--- src/hdl/mtg_pkg.sv ---
// Shared constants and types of the MT19937 word generator.
package mtg_pkg;

  localparam int STATE_WORDS  = 624;
  localparam int TWIST_OFFSET = 397;
  localparam int IDX_W        = 10;
  localparam int WORD_W       = 32;
  localparam int QUEUE_DEPTH  = 2;

  localparam logic [WORD_W-1:0] SEED_MULT    = 32'd69069;
  localparam logic [WORD_W-1:0] DEFAULT_SEED = 32'd4357;
  localparam logic [WORD_W-1:0] TWIST_XOR    = 32'h9908b0df;
  localparam logic [WORD_W-1:0] TEMPER_B     = 32'h9d2c5680;
  localparam logic [WORD_W-1:0] TEMPER_C     = 32'hefc60000;

  // head of the command queue as seen by the back end
  typedef struct packed {
    logic              valid;
    logic              reseed;
    logic [WORD_W-1:0] seed;
  } head_t;

endpackage

--- src/hdl/mtg_front.sv ---
// Command queue: takes input transfers and holds them for the back end.
module mtg_front #(
  parameter int DEPTH = mtg_pkg::QUEUE_DEPTH
) (
  input  logic                      clk,
  input  logic                      rst_n,
  input  logic                      in_valid,
  output logic                      in_ready,
  input  logic                      in_mode,
  input  logic [mtg_pkg::WORD_W-1:0] in_seed_value,
  output mtg_pkg::head_t            head,
  input  logic                      pop
);

  localparam int PW = (DEPTH > 1) ? $clog2(DEPTH) : 1;
  localparam int CW = $clog2(DEPTH + 1);

  logic                       mode_q [DEPTH];
  logic [mtg_pkg::WORD_W-1:0] seed_q [DEPTH];
  logic [PW-1:0]              wr_ptr_r;
  logic [PW-1:0]              rd_ptr_r;
  logic [CW-1:0]              count_r;
  logic                       push;

  assign in_ready    = (count_r != CW'(DEPTH));
  assign push        = in_valid && in_ready;
  assign head.valid  = (count_r != '0);
  assign head.reseed = mode_q[rd_ptr_r];
  assign head.seed   = seed_q[rd_ptr_r];

  always_ff @(posedge clk) begin
    if (push) begin
      mode_q[wr_ptr_r] <= in_mode;
      seed_q[wr_ptr_r] <= in_seed_value;
    end
  end

  always_ff @(posedge clk) begin
    if (!rst_n) begin
      wr_ptr_r <= '0;
      rd_ptr_r <= '0;
      count_r  <= '0;
    end else begin
      if (push) begin
        wr_ptr_r <= (wr_ptr_r == PW'(DEPTH - 1)) ? '0 : wr_ptr_r + 1'b1;
      end
      if (pop) begin
        rd_ptr_r <= (rd_ptr_r == PW'(DEPTH - 1)) ? '0 : rd_ptr_r + 1'b1;
      end
      if (push && !pop) begin
        count_r <= count_r + 1'b1;
      end else if (pop && !push) begin
        count_r <= count_r - 1'b1;
      end
    end
  end

endmodule

--- config.mk ---
export PLATFORM = sky130hd
export DESIGN_NAME = mtg_front
export DESIGN_NICKNAME = d
export VERILOG_FILES = /design/src/hdl/mtg_pkg.sv /design/src/hdl/mtg_front.sv
export SDC_FILE = /design/constraint.sdc
export NUM_CORES = 1
export LEC_CHECK = 0
export ABC_AREA = 1
export CORE_MARGIN = 2
export CORE_UTILIZATION = 55
export DETAILED_ROUTE_END_ITERATION = 10
export DONT_BUFFER_PORTS = 1
export HOLD_SLACK_MARGIN = 0.05
export PLACE_DENSITY_LB_ADDON = 0.2
export SLEW_MARGIN = 20
export SYNTH_ARGS = -nofsm -noshare
export SYNTH_HDL_FRONTEND = slang
export SYNTH_SLANG_ARGS = --single-unit
--- constraint.sdc ---
create_clock -name clk -period 3.15 [get_ports clk]
set_input_delay 0.63 -clock clk [delete_from_list [all_inputs] [get_ports clk]]
set_output_delay 0.63 -clock clk [all_outputs]
set_load 0.02 [all_outputs]
# Word-level counts from Yosys, hierarchy flattened
# Memory sizes are Yosys's and may differ from the RTL's. A register that Yosys moved wholly into a read port is not among the register bits.
# Cells that the tools add are included.
# word_totals
regBits	4
ramBits	66
n_memories	2
word_cells	27
rom_bits	0
output_inout_bits	35
latch_bits	0
# memory_table
memory	depth	word_bits	rd	rd_clocked_by_memory_dff	wr	line	text
seed_q	2	32	1	1	1	mtg_front.sv:19	logic [mtg_pkg::WORD_W-1:0] seed_q [DEPTH];
mode_q	2	1	1	1	1	mtg_front.sv:18	logic mode_q [DEPTH];
# op_classes
reduce_logical	7
shifts	0
bitwise_logic	0
n_mul	0
div	0
add_sub_neg	4
n_lt_le_gt_ge	0
muxes	10
n_eq_ne	1
# op_table
operator	count
$mux 1	8
$mux 2	2
$reduce_bool 2->1	2
$logic_and 1x1->1	3
$add 1x1->1 const B	2
$add 2x1->2 const B	1
$logic_not 1->1	2
$ne 2x2->1 const B	1
$sub 2x1->2 const B	1

# Depth between registers and ports, before layout
# depth
word_depth	6
ltp_mapped	11
depth_no_buf	11

# Worst setup path before layout
# OpenSTA, ideal clock, no wires.
# synth_path
path_kind	input to register
start	input in_valid
end	memory mode_q[0], enable pin
path_slack_ns	0.602
setup_ns	0.423
path_stages	2
n_path_buf	0
arrival_ns	2.124
cell_sequence	nand2_1 > nor2_1
# synth_via
elab_chain_len	3
# synth_rtl
item	line	text
start, declared	mtg_front.sv:7	input logic in_valid,
$logic_and 1x1->1	mtg_front.sv:26	assign push = in_valid && in_ready;
$mux 1	mtg_front.sv:32	if (push) begin
$mux 1 (implied by the code)	mtg_front.sv:33	mode_q[wr_ptr_r] <= in_mode;
end, declared	mtg_front.sv:18	
# Every way passes these cells.

==> metrics <==
outcome=complete, no violations; Adder-Cell Fraction of Synth Area=0.452%; actual slew at the worst max-slew pin=between 0.9 and 1 ns; Clk pwr share=32.3%; slew margin rel.=36.2%; die area=5620 um^2; drt first pass iters=4; Critical Path AT=1.68 ns; WP data required=2.52 ns; Synth top area share=71.5%; total CTS buffers=9; CTS root buf=clkbuf_8; post-cts repair resize count=0; Setup CP Type=flip-flop to primary output; largest family of logic cells by synthesized area=multiplexers; cell-internal power=1.58 mW; Mapped Cells=139; Port-buffer cells=0; drt via density=between 5 and 6; Final GP Congestion=0.688; vias in the first global route=1213; Yosys cell types=14; DR DRC count=0; largest net degree at the start of global routing=34; endpoints failing setup=0; synthesized cell area=around 2800 um^2; sw frac=24.1%; Die X-Extent=about 75 um; total global-route track usage=15.6%; total number of vias=1183; TNS Setup=0 ns; Syn Area/Cell=19.9 um^2; count of nets after finishing=185; Die Y=~75 um; Compound-Gate Fraction of Synth Area=less than 1%; GRT overflow=0; clock latency on the worst-skew pair=0.34 ns; Site Rows=25; non-filler cells in the finished layout=between 200 and 250; io pins=72; synth top area cells=edfxtp_1, mux2_4, dfxtp_1, buf_12, nand2_1; worst vdd ir=0.522 mV; Highest Clock Rate=0.433 GHz; simple-gate share of the synthesized area=2.71%; Power Dens Cells=690 nW/um^2; post-route ant nets=0; Synth warnings=0; DR iter-0 viols=36; Comb pwr share=about 12%; CP Launch Type=flip-flop; Placed Cells=203; max cap viols=0; post-DR wirelength/cell=18.4 um; CTS Hold Buffers Added=0; cell taking the most area after synthesis=edfxtp_1; RSZ-0062 raised after global routing=no; core area=between 4000 and 5000 um^2; XOR/XNOR share of the synthesized area=0%; post-CTS setup buffers=0; Final Power=between 2 and 2.5 mW; Fill cells=323; final wirelength=4.04 mm; worst-path maximum fanout=19; type of the worst min-delay path=primary input to flip-flop; leakage dissipation=around 1.1 nW; final hold viol count=0; final worst path period share=73.3%; Reg clk slew, reported paths=0.07 ns; Sink Count=71; Longest Clk Path Bufs=2; clk_skew=0.00469 ns; effective utilization at floorplan=between 50 and 60%; CTS tree=done; layout cells sized above 1=33.6%; CP Capture Type=primary output; Core Util, Final=62.8%; Seq pwr share=55.5%; Post-Syn Nets=177; Slew Limit Fails=0; antenna violations before repair=0; Layout area overhead=8.58%; Yosys reg bits=71; Seq/Total Area, Yosys=75.2%; Net Sw Power=0.499 mW; multiplexer area fraction after synthesis=17.5%; H-tree depth=3; antenna cells=0; placed wire-length estimate=about 2.7 mm; minimum clock period=2.31 ns; first-pass GRT wire length=5.89 mm
worst paths after layout:
kind,start,end,slack [ns],cells past startpoint
min reg2reg,rd_ptr_r,rd_ptr_r,0.50,2
min,in_seed_value[1],seed_q[1][1],0.38,0
max reg2reg,count_r[0],seed_q[0][31],1.15,4
max,flip-flop,head[10],0.84,2
final cells by class:
cell class | count | area, um^2 | area share, %
flip-flops and latches | 71 | 2080 | 69.3
multi-input cells | 56 | 602 | 20.0
clock buffers | 10 | 128 | 4.24
well taps | 67 | 83.8 | 2.79
clock inverters | 6 | 61.3 | 2.04
inverters | 8 | 30.0 | 0.998
repair buffers | 1 | 20.0 | 0.666
cells in the mapped netlist, drive strengths merged:
master,number
buf,4
a21oi,1
o21ai,2
inv,8
nand2,9
mux2,33
nor2,8
dfxtp,5
edfxtp,66
nand4,1
ha,1
nand3,1
layer usage:
metal	track usage, %	wire length (um)	up-vias
li1	-	-	531
met1	13.6	1330	585
met2	26.3	2150	57
met3	11.8	476	10
met4	7.34	72	0
met5	0	0	-
placed cells by master, fill, tap and decap left out:
cell type / instances
nand2_1: 9
o21ai_0: 2
nor2_4: 2
mux2_4: 30
dfxtp_2: 1
bufinv_16: 1
nand4_1: 1
a21oi_1: 1
inv_1: 8
dfxtp_1: 4
clkinvlp_4: 3
clkbuf_1: 1
nor2_1: 6
clkbuf_8: 9
edfxtp_1: 66
mux2_2: 3
buf_12: 1
ha_1: 1
nand3_1: 1
clkinv_1: 1
clkinv_2: 1
cell families (layout without fill, tap and decap cells):
family                     after synthesis  in the layout
buffers and inverters                   12             25
and+or+nand+nor                         19             19
DFF                                     71             71
muxes                                   33             33
AOI/OAI and AO/OA                        3              3
adders and majority gates                1              1
power groups by stage:
stage	Clock [mW]	Sequential [mW]	Combinational (mW)
final	0.669	1.15	0.254
after global routing	0.727	1.16	0.271
after CTS	0.688	1.15	0.259
after detailed placement	0	1.17	0.258
after global placement	0	1.17	0.251
after floorplan	0	1.16	0.239
critical path, cell delays in order, from the launching register on:
cell,delay (ns)
dfxtp_2,0.66
buf_12,0.25
mux2_2,0.42
sequential cells by signal, indices dropped and copies added, names as in the netlist, named ones only:
signal    flops
seed_q       64
count_r       2
mode_q        2
rd_ptr_r      1
wr_ptr_r      1
through the flow:
stage	area, um^2	hold slack [ns]	setup slack, ns
global route	3010	0.352	0.742
detailed placement	2820	0.497	1.13
finish	3010	0.385	0.842
CTS	3010	0.361	0.801
floorplan	2770	0.463	0.602
global placement	2820	0.479	1.21
No activity file was read; power rests on OpenSTA's default activity.
